<file path="config.mk">
export PLATFORM = sky130hd
export DESIGN_NAME = ipv4_header_encapsulator_core
export DESIGN_NICKNAME = d
export VERILOG_FILES = /design/src/design/ihe_pkg.sv /design/src/design/ihe_front.sv /design/src/design/ihe_cmd_fifo.sv /design/src/design/ihe_back.sv /design/src/design/ipv4_header_encapsulator_core.sv
export SDC_FILE = /design/constraint.sdc
export NUM_CORES = 1
export LEC_CHECK = 0
export BUFFER_PORTS_ARGS = -buffer_cell sky130_fd_sc_hd__clkbuf_2
export CORE_ASPECT_RATIO = 2
export CORE_MARGIN = 2
export CORE_UTILIZATION = 25
export CTS_BUF_LIST = sky130_fd_sc_hd__clkbuf_8 sky130_fd_sc_hd__clkbuf_16
export CTS_CLUSTER_SIZE = 30
export DETAILED_ROUTE_END_ITERATION = 6
export GPL_TIMING_DRIVEN = 0
export PLACE_DENSITY = 0.46
export SLEW_MARGIN = 20
export SYNTH_ARGS = -nofsm -noshare
export SYNTH_HDL_FRONTEND = slang
export SYNTH_SLANG_ARGS = --single-unit
export TNS_END_PERCENT = 20
</file>
<file path="constraint.sdc">
create_clock -name i_clk -period 6.45 [get_ports i_clk]
set_input_delay 0 -clock i_clk [delete_from_list [all_inputs] [get_ports i_clk]]
set_output_delay 0 -clock i_clk [all_outputs]
set_load 0.01 [all_outputs]
</file>
<file path="src/design/ihe_pkg.sv">
// Shared types and constants for the IPv4 header encapsulator.
package ihe_pkg;

    localparam logic       REQ_START   = 1'b0;
    localparam logic       REQ_BYTE    = 1'b1;
    localparam logic [15:0] MAX_PAYLOAD = 16'd65515;
    localparam logic [15:0] HDR_LEN     = 16'd20;
    localparam logic [4:0]  HDR_LAST    = 5'd19;
    localparam logic [7:0]  VER_IHL     = 8'h45;

    // Configuration register indexes (byte address bits [3:2]).
    localparam logic [1:0] REG_SRC   = 2'd0;
    localparam logic [1:0] REG_DST   = 2'd1;
    localparam logic [1:0] REG_TTL   = 2'd2;
    localparam logic [1:0] REG_PROTO = 2'd3;

    localparam int CMD_DEPTH = 4;
    localparam int CMD_AW    = $clog2(CMD_DEPTH);

    typedef struct packed {
        logic        req_type;
        logic [15:0] payload_length;
        logic [7:0]  payload_byte;
    } t_in_item;

    typedef struct packed {
        logic [7:0] out_byte;
        logic       packet_end;
        logic       error_flag;
    } t_out_item;

    typedef enum logic [1:0] {
        CMD_HDR = 2'd0,
        CMD_PAY = 2'd1,
        CMD_ERR = 2'd2
    } t_cmd_kind;

    // Classified request handed from the front end to the back end.
    typedef struct packed {
        t_cmd_kind   kind;
        logic [15:0] data;
        logic        last;
    } t_cmd;

    typedef struct packed {
        logic [31:0] src;
        logic [31:0] dst;
        logic [7:0]  ttl;
        logic [7:0]  proto;
    } t_cfg;

    typedef struct packed {
        logic full;
        logic empty;
    } t_fifo_status;

endpackage

</file>
<file path="src/design/ihe_front.sv">
// Front end: accepts requests, tracks the open packet and classifies each request.
module ihe_front (
    input  logic              i_clk,
    input  logic              i_rst_n,
    input  logic              i_valid,
    input  ihe_pkg::t_in_item i_item,
    input  ihe_pkg::t_fifo_status i_status,
    output logic              o_ready,
    output logic              o_push,
    output ihe_pkg::t_cmd     o_cmd
);

    logic        r_open;
    logic [15:0] r_rem;
    logic        n_open;
    logic [15:0] n_rem;
    logic [15:0] w_rem_dec;

    assign o_ready   = !i_status.full;
    assign o_push    = i_valid && !i_status.full;
    assign w_rem_dec = r_rem - 16'd1;

    always_comb begin
        n_open     = r_open;
        n_rem      = r_rem;
        o_cmd.kind = ihe_pkg::CMD_ERR;
        o_cmd.data = '0;
        o_cmd.last = 1'b1;
        if (i_item.req_type == ihe_pkg::REQ_BYTE) begin
            if (r_open) begin
                o_cmd.kind = ihe_pkg::CMD_PAY;
                o_cmd.data = {8'd0, i_item.payload_byte};
                o_cmd.last = (w_rem_dec == 16'd0);
                n_rem      = w_rem_dec;
                n_open     = (w_rem_dec != 16'd0);
            end
        end else if (i_item.payload_length > ihe_pkg::MAX_PAYLOAD) begin
            // An oversize start drops whatever packet was open.
            n_open = 1'b0;
            n_rem  = '0;
        end else begin
            o_cmd.kind = ihe_pkg::CMD_HDR;
            o_cmd.data = i_item.payload_length;
            o_cmd.last = (i_item.payload_length == 16'd0);
            n_rem      = i_item.payload_length;
            n_open     = (i_item.payload_length != 16'd0);
        end
    end

    always_ff @(posedge i_clk) begin
        if (!i_rst_n) begin
            r_open <= 1'b0;
            r_rem  <= '0;
        end else if (o_push) begin
            r_open <= n_open;
            r_rem  <= n_rem;
        end
    end

endmodule

</file>
<file path="src/design/ihe_cmd_fifo.sv">
// Short command queue between the front end and the back end.
module ihe_cmd_fifo (
    input  logic                  i_clk,
    input  logic                  i_rst_n,
    input  logic                  i_push,
    input  ihe_pkg::t_cmd         i_cmd,
    input  logic                  i_pop,
    output ihe_pkg::t_fifo_status o_status,
    output ihe_pkg::t_cmd         o_head
);

    ihe_pkg::t_cmd                 r_mem [ihe_pkg::CMD_DEPTH];
    logic [ihe_pkg::CMD_AW-1:0]    r_wptr;
    logic [ihe_pkg::CMD_AW-1:0]    r_rptr;
    logic [ihe_pkg::CMD_AW:0]      r_count;

    assign o_status.full  = (r_count == (ihe_pkg::CMD_AW+1)'(ihe_pkg::CMD_DEPTH));
    assign o_status.empty = (r_count == '0);
    assign o_head         = r_mem[r_rptr];

    always_ff @(posedge i_clk) begin
        if (i_push) begin
            r_mem[r_wptr] <= i_cmd;
        end
    end

    always_ff @(posedge i_clk) begin
        if (!i_rst_n) begin
            r_wptr  <= '0;
            r_rptr  <= '0;
            r_count <= '0;
        end else begin
            if (i_push) begin
                r_wptr <= r_wptr + 1'b1;
            end
            if (i_pop) begin
                r_rptr <= r_rptr + 1'b1;
            end
            unique case ({i_push, i_pop})
                2'b10:   r_count <= r_count + 1'b1;
                2'b01:   r_count <= r_count - 1'b1;
                default: r_count <= r_count;
            endcase
        end
    end

endmodule

</file>
<file path="src/design/ihe_back.sv">
// Back end: expands commands into header, payload and error bytes.
module ihe_back (
    input  logic                  i_clk,
    input  logic                  i_rst_n,
    input  ihe_pkg::t_cmd         i_cmd,
    input  ihe_pkg::t_fifo_status i_status,
    input  ihe_pkg::t_cfg         i_cfg,
    output logic                  o_pop,
    output logic                  o_valid,
    input  logic                  i_ready,
    output ihe_pkg::t_out_item    o_rsp
);

    logic               r_busy;
    logic [4:0]         r_idx;
    logic [15:0]        r_total;
    logic               r_zero;
    logic               r_out_valid;
    ihe_pkg::t_out_item r_out;
    logic [17:0]        r_s1;
    logic [19:0]        r_s2;
    logic [16:0]        r_f1;
    logic [15:0]        r_ck;
    logic               w_load;
    logic [7:0]         w_hdr_byte;

    assign w_load  = !r_out_valid || i_ready;
    assign o_pop   = w_load && !r_busy && !i_status.empty;
    assign o_valid = r_out_valid;
    assign o_rsp   = r_out;

    // Checksum pipeline runs every cycle off the latched total length; the
    // result settles well before the checksum bytes go out.
    always_ff @(posedge i_clk) begin
        r_s1 <= 18'({ihe_pkg::VER_IHL, 8'd0}) + 18'(r_total)
              + 18'({i_cfg.ttl, i_cfg.proto}) + 18'(i_cfg.src[31:16]);
        r_s2 <= 20'(r_s1) + 20'(i_cfg.src[15:0]) + 20'(i_cfg.dst[31:16])
              + 20'(i_cfg.dst[15:0]);
        r_f1 <= 17'(r_s2[19:16]) + 17'(r_s2[15:0]);
        r_ck <= ~(r_f1[15:0] + 16'(r_f1[16]));
    end

    always_comb begin
        unique case (r_idx)
            5'd0:    w_hdr_byte = ihe_pkg::VER_IHL;
            5'd2:    w_hdr_byte = r_total[15:8];
            5'd3:    w_hdr_byte = r_total[7:0];
            5'd8:    w_hdr_byte = i_cfg.ttl;
            5'd9:    w_hdr_byte = i_cfg.proto;
            5'd10:   w_hdr_byte = r_ck[15:8];
            5'd11:   w_hdr_byte = r_ck[7:0];
            5'd12:   w_hdr_byte = i_cfg.src[31:24];
            5'd13:   w_hdr_byte = i_cfg.src[23:16];
            5'd14:   w_hdr_byte = i_cfg.src[15:8];
            5'd15:   w_hdr_byte = i_cfg.src[7:0];
            5'd16:   w_hdr_byte = i_cfg.dst[31:24];
            5'd17:   w_hdr_byte = i_cfg.dst[23:16];
            5'd18:   w_hdr_byte = i_cfg.dst[15:8];
            5'd19:   w_hdr_byte = i_cfg.dst[7:0];
            default: w_hdr_byte = 8'd0;
        endcase
    end

    always_ff @(posedge i_clk) begin
        if (!i_rst_n) begin
            r_busy      <= 1'b0;
            r_idx       <= '0;
            r_out_valid <= 1'b0;
        end else if (w_load) begin
            if (r_busy) begin
                r_out.out_byte   <= w_hdr_byte;
                r_out.packet_end <= (r_idx == ihe_pkg::HDR_LAST) && r_zero;
                r_out.error_flag <= 1'b0;
                r_out_valid      <= 1'b1;
                r_idx            <= r_idx + 5'd1;
                if (r_idx == ihe_pkg::HDR_LAST) begin
                    r_busy <= 1'b0;
                end
            end else if (!i_status.empty) begin
                r_out_valid <= 1'b1;
                unique case (i_cmd.kind)
                    ihe_pkg::CMD_HDR: begin
                        // First header byte goes out with the pop itself.
                        r_out.out_byte   <= ihe_pkg::VER_IHL;
                        r_out.packet_end <= 1'b0;
                        r_out.error_flag <= 1'b0;
                        r_busy           <= 1'b1;
                        r_idx            <= 5'd1;
                        r_total          <= i_cmd.data + ihe_pkg::HDR_LEN;
                        r_zero           <= i_cmd.last;
                    end
                    ihe_pkg::CMD_PAY: begin
                        r_out.out_byte   <= i_cmd.data[7:0];
                        r_out.packet_end <= i_cmd.last;
                        r_out.error_flag <= 1'b0;
                    end
                    default: begin
                        r_out.out_byte   <= 8'd0;
                        r_out.packet_end <= 1'b1;
                        r_out.error_flag <= 1'b1;
                    end
                endcase
            end else begin
                r_out_valid <= 1'b0;
            end
        end
    end

endmodule

</file>
<file path="src/design/ipv4_header_encapsulator_core.sv">
// Top level: configuration registers, front end, command queue and back end.
// An accepted request passes through the command queue and the output register before its first result shows.
// Throughput: one payload byte per cycle while the output is not stalled; a start request yields 20 header bytes.
// The header byte sequencer in the back end sets the rate; a four-entry queue absorbs stalls.
// Reset is synchronous and active low; it empties the queue and output register and
// returns the configuration registers to source 0, destination 0, TTL 255, protocol 1.
module ipv4_header_encapsulator_core (
    input  logic               i_clk,
    input  logic               i_rst_n,
    input  logic               i_valid,
    output logic               o_ready,
    input  ihe_pkg::t_in_item  i_item,
    output logic               o_valid,
    input  logic               i_ready,
    output ihe_pkg::t_out_item o_rsp,
    input  logic               psel,
    input  logic               penable,
    input  logic               pwrite,
    input  logic [3:0]         paddr,
    input  logic [31:0]        pwdata,
    output logic [31:0]        prdata,
    output logic               pready
);

    ihe_pkg::t_cfg         r_cfg;
    ihe_pkg::t_cmd         w_push_cmd;
    ihe_pkg::t_cmd         w_head;
    ihe_pkg::t_fifo_status w_status;
    logic                  w_push;
    logic                  w_pop;

    assign pready = 1'b1;

    always_ff @(posedge i_clk) begin
        if (!i_rst_n) begin
            r_cfg.src   <= '0;
            r_cfg.dst   <= '0;
            r_cfg.ttl   <= 8'd255;
            r_cfg.proto <= 8'd1;
        end else if (psel && penable && pwrite) begin
            unique case (paddr[3:2])
                ihe_pkg::REG_SRC:   r_cfg.src   <= pwdata;
                ihe_pkg::REG_DST:   r_cfg.dst   <= pwdata;
                ihe_pkg::REG_TTL:   r_cfg.ttl   <= pwdata[7:0];
                ihe_pkg::REG_PROTO: r_cfg.proto <= pwdata[7:0];
            endcase
        end
    end

    always_comb begin
        unique case (paddr[3:2])
            ihe_pkg::REG_SRC:   prdata = r_cfg.src;
            ihe_pkg::REG_DST:   prdata = r_cfg.dst;
            ihe_pkg::REG_TTL:   prdata = {24'd0, r_cfg.ttl};
            ihe_pkg::REG_PROTO: prdata = {24'd0, r_cfg.proto};
        endcase
    end

    ihe_front u_front (
        .i_clk    (i_clk),
        .i_rst_n  (i_rst_n),
        .i_valid  (i_valid),
        .i_item   (i_item),
        .i_status (w_status),
        .o_ready  (o_ready),
        .o_push   (w_push),
        .o_cmd    (w_push_cmd)
    );

    ihe_cmd_fifo u_fifo (
        .i_clk    (i_clk),
        .i_rst_n  (i_rst_n),
        .i_push   (w_push),
        .i_cmd    (w_push_cmd),
        .i_pop    (w_pop),
        .o_status (w_status),
        .o_head   (w_head)
    );

    ihe_back u_back (
        .i_clk    (i_clk),
        .i_rst_n  (i_rst_n),
        .i_cmd    (w_head),
        .i_status (w_status),
        .i_cfg    (r_cfg),
        .o_pop    (w_pop),
        .o_valid  (o_valid),
        .i_ready  (i_ready),
        .o_rsp    (o_rsp)
    );

endmodule

</file>
# Word-level counts from Yosys, hierarchy flattened
# Memory sizes are Yosys's and may differ from the RTL's. A register that Yosys moved wholly into a read port is not among the register bits.
# Index checks and enable logic that the tools add are counted.
[word_totals]
ff_bits = 209
ram_bits = 76
memories = 1
[classes]
add_sub_neg = 15
order_cmp = 1
eq_ne = 23
mux = 28
n_bitwise = 3
reduce_logical = 29
[memory_table]
columns = ["name", "depth", "width", "read_ports", "rd_ports_with_merged_regs", "wr", "line", "rtl"]
rows = [
  ["u_fifo.r_mem", 4, 19, 1, 1, 1, "ihe_cmd_fifo.sv:12", "ihe_pkg::t_cmd r_mem [ihe_pkg::CMD_DEPTH];"],
]
[ops]
columns = ["op", "n"]
rows = [
  ["$pmux 32 s4", 1],
  ["$pmux 8 s15", 1],
  ["$mux 19", 3],
  ["$mux 16", 3],
  ["$add 20x16->20", 2],
  ["$eq 5x4->1 const B", 8],
  ["$add 18x16->18", 2],
  ["$logic_not 16->1", 2],
  ["$reduce_bool 16->1", 2],
  ["$eq 5x5->1 const B", 4],
  ["$mux 10", 2],
  ["$pmux 10 s2", 1],
  ["$add 18x16->19", 1],
  ["$add 15x16->17 const A", 1],
  ["$add 4x16->17", 1],
  ["$add 16x1->16", 1],
  ["$add 16x5->16 const B", 1],
  ["$gt 16x16->1 const B", 1],
  ["$not 16->16", 1],
  ["$sub 16x1->16 const B", 1],
  ["$mux 5", 3],
  ["$mux 1", 11],
  ["$eq 5x2->1 const B", 2],
  ["$reduce_and 2->1", 5],
  ["other kinds (21)", 39],
]

# Depth between registers and ports, before layout
[logic_depth]
ltp_word = 6
depth_mapped = 18
ltp_nobuf = 18

# Hierarchy
# A second synthesis with hierarchy kept.
[hier_totals]
cells_unflattened = 1468
hier_area_um2 = 15705.1
[modules_own_cells]
columns = ["module", "instances", "cells_per_inst", "area_each_um2", "seq_area_each_um2"]
rows = [
  ["ihe_back", 1, 756, 7369.6, 2372.3],
  ["ipv4_header_encapsulator_core", 1, 377, 3611.0, 1601.5],
  ["ihe_cmd_fifo", 1, 145, 3235.6, 2462.4],
  ["ihe_front", 1, 190, 1488.9, 340.3],
]

# Worst setup path before layout
# Ideal clock, no wire load.
[synth_timing]
kind = "reg-to-reg"
start = "register r_cfg[48] (netlist bit)"
end = "register u_back.r_s2[18]"
setup_time_ns = 0.062
arrival_time_ns = 3.880
required_time_ns = 6.388
slack_ns = 2.507
path_stages_with_launch = 18
n_path_buf = 0
synth_period_minus_slack_ns = 3.943
path_cell_list = "dfxtp_1 -> ha_1 -> fa_1 -> a211oi_1 -> nor2_1 -> o211ai_1 -> a21boi_0 -> o21ai_0 -> nor2_1 -> a211oi_1 -> fa_1 -> inv_1 -> ha_1 -> nand3_1 -> a311o_1 -> a21o_1 -> or4_1 -> nand3_1"
[synth_between]
elab_chain_cells = 3
[synth_lines]
columns = ["element", "line", "rtl"]
rows = [
  ["from (decl)", "ipv4_header_encapsulator_core.sv:25", "ihe_pkg::t_cfg r_cfg;"],
  ["$add 18x16->19", "ihe_back.sv:37", "r_s2 <= 20'(r_s1) + 20'(i_cfg.src[15:0]) + 20'(i_cfg.dst[31:16])"],
  ["$add 20x16->20", "ihe_back.sv:37", ""],
  ["$add 20x16->20", "ihe_back.sv:38", "+ 20'(i_cfg.dst[15:0]);"],
  ["to (signal assigned)", "ihe_back.sv:37", ""],
  ["to (decl)", "ihe_back.sv:21", "logic [19:0] r_s2;"],
]
# No other way between the ends.
# A chain may end at the register's enable or synchronous reset.

# Worst setup path in the final report
# Ends and elaborated chain as after synthesis.

==> results_dict.tcl <==
set metrics [dict create \
    drt_wl_total_um 61400 \
    cts_tree "built" \
    ant_nets 0 \
    ys_ff_latch 287 \
    dp_hpwl_um 50000 \
    cp_max_fo 4 \
    grt_overflow_total 0 \
    hold_viol 0 \
    antenna_found_initial 2 \
    yosysWarnings 0 \
    num_vias 12600 \
    synth_top_cell_by_area "dfxtp_1" \
    fin_skew_ps 18.7 \
    whs_ps 51.4 \
    wl_met1_um 20400 \
    highest_layer "met5" \
    cts_sinks 287 \
    worstPathArrival_ps 5610 \
    async_flop_share 0 \
    post_cts_hold_buffer_count 63 \
    htree_num_levels 1 \
    synth_area_leaders "dfxtp_1 24%, edfxtp_1 20%, ha_1 5.5%" \
    worstSetupPathType "register to register" \
    avgSynthCellArea_sq_um 9.80 \
    start_kind "register" \
    track_usage 0.189 \
    dr.pass1.iters 6 \
    crit_path_cell_trace "ha_1, fa_1, a211oi_1, nor2_1, o211ai_1, a21boi_0, o21ai_0, nor2_1, a211oi_1, fa_1, inv_1, ha_1, nand3_1, a311o_1, a21o_1, or4_1, nand3_1" \
    layout.cells.non_filler 2580 \
    synthFlopType "dfxtp_1" \
    dpl_cell_area_sq_um 17000 \
    postCtsSetupRepairBufs 0 \
    syn_to_final_growth_pct 20.9 \
    clk_pin_slew_worst_paths_ps 60 \
    initial_core_util 0.253 \
    drc 0 \
    rows 128 \
    clock_path_buffers 3 \
    max_cap_violations 0 \
    fmax_ghz 0.196 \
    min_period_ps 5090 \
    dieArea_sq_um 63800 \
    synth_seq_area_share 0.439 \
    layout.nets 1950 \
    outcome "finished clean" \
    synth_edf_count 103 \
    final_cell_area_sq_um 18700 \
    yosysTopAreaCellShare 0.239 \
    io_buffers 107 \
    postSynthCellCount 1575 \
    powerDensity_nw_per_um2 337 \
    tns_ps 0 \
    synth_area_sq_um 15400 \
    synth.net_count 1748 \
    viasPerCell 4.90 \
    wl_met3_um 2440 \
    drive_above_1_share 0.115 \
    yosysUniqueCellTypes 68 \
    cts_made_buffers 29 \
    drv_slew 0 \
    die_x_um 180 \
    wl_per_cell_um 23.8 \
    ir_drop_mv 0.162 \
    grt_max_degree 20 \
    finalCritPeriodShare 0.789 \
    cp_data_required_time_ps 6970 \
    place.gp.congestion 0.992 \
    relSlewSlack 0.266 \
    cts-root-buf "clkbuf_16" \
    core_area_sq_um 61000 \
    p_leak_nw 7.35 \
    cp-end-kind "register" \
    setup_viol 0 \
    ios 113 \
    final_util 0.306 \
    clk_latency_ps 580 \
    ctsResizeCount 0 \
    grt_pass1_vias 13200 \
    die_h_um 355 \
    grt_pass1_wl_um 87400 \
    initialDrtViolationCount 755 \
    crit_slowest_cell "fa_1" \
    worst_pin_slew_ps 1100 \
    dr_wl_met2_um 33100 \
    hp-class "input pin to register" \
    dpl.cell_count 2463 \
    slowest_delay_ps 490 \
    rsz0062_at_grt "no" \
]
-- cells by family after synthesis --
family          Yosys count  synth area share
fa+ha+maj               105             0.103
buf+inv                 201            0.0501
flops                   287             0.439
mux                      62            0.0622
compound gates          344             0.148
other cells               1          0.000243
simple gates            480             0.143
xor+xnor                 95            0.0539
-- per-layer routing --
layer / track usage / up-vias
li1: - / 5946
met1: 0.175 / 6124
met2: 0.368 / 391
met3: 0.0240 / 171
met4: 0.147 / 2
met5: 0 / -
-- worst max-delay path: cells and delay by family (launching register included) --
family / cells / cell delay [ps]
compound gates: 7 / 2280
fa+ha+maj: 4 / 1390
simple gates: 5 / 910
flops: 1 / 370
buf+inv: 1 / 70
-- per-stage QoR --
| stage | total power, mW | worst slack (ps) |
|---|---|---|
| detailed placement | 4.39 | 1420 |
| global route | 6.62 | 1160 |
| CTS | 6.34 | 1420 |
| global placement | 4.37 | 1500 |
| finish | 6.30 | 1360 |
| floorplan | 3.76 | 2510 |
-- final timing paths --
kind,start,endpoint,slack (ps),cells after the start
max,r_cfg[48]$_SDFFE_PN0P_,u_back.r_s2[18]$_DFF_P_,1360,17
min,i_valid,u_fifo.r_wptr[1]$_SDFFE_PN0P_,50,5
max reg2reg,r_cfg[48]$_SDFFE_PN0P_,u_back.r_s2[18]$_DFF_P_,1360,17
min reg2reg,u_back.r_f1[4]$_DFF_P_,u_back.r_ck[4]$_DFF_P_,450,1
-- sequential cells by signal, summed over array words and instances, names as in the netlist, named ones only --
register        count
r_cfg              80
u_back.o_rsp       10
u_back.o_valid      1
u_back.r_busy       1
u_back.r_ck        16
u_back.r_f1        17
u_back.r_idx        5
u_back.r_s1        18
u_back.r_s2        20
u_back.r_total     16
u_back.r_zero       1
u_fifo.r_count      3
u_fifo.r_mem       76
u_fifo.r_rptr       2
u_fifo.r_wptr       2
u_front.r_open      1
u_front.r_rem      16
-- Yosys cell counts, drive strengths merged, types with 17 or more instances --
master	instances
mux4	27
ha	68
clkbuf	45
and2	24
mux2i	34
inv	144
nor2b	20
nand2	206
a21oi	104
nand3	36
a22o	19
o21ai	62
a221oi	17
edfxtp	103
nor2	99
fa	37
xnor2	57
a21o	22
a21boi	25
xor2	38
dfxtp	184
nor3	18
and3	27
-- cells in the final DEF (no fill, tap or decap), types with 36 or more instances in the layout --
cell | netlist | final
nand2_1 | 206 | 206
dfxtp_1 | 184 | 184
inv_1 | 143 | 146
clkbuf_2 | 0 | 107
a21oi_1 | 104 | 104
edfxtp_1 | 103 | 103
nor2_1 | 99 | 98
ha_1 | 68 | 68
dlygate4sd3_1 | 0 | 63
o21ai_0 | 60 | 58
xnor2_1 | 57 | 57
clkbuf_1 | 45 | 45
xor2_1 | 38 | 38
fa_1 | 37 | 37
nand3_1 | 36 | 36
-- report_power, final --
part / leakage (nW) / switching [mW] / total [mW] / internal (mW)
Clock: 0.508 / 0.754 / 1.90 / 1.15
Combinational: 4.37 / 1.07 / 1.85 / 0.777
Sequential: 2.47 / 0.277 / 2.55 / 2.27
Total: 7.35 / 2.10 / 6.30 / 4.19
-- area by class of cell --
class	count	area, sq um
Tap cell	780	976
Inverter	144	541
Clock inverter	23	317
Fill cell	6414	42400
Antenna cell	1	2.50
Clock buffer	30	739
Timing Repair Buffer	171	1180
Sequential cell	287	6780
Multi-Input combinational cell	1087	7900
Buffer	57	233
(Power assumes the default switching activity.)
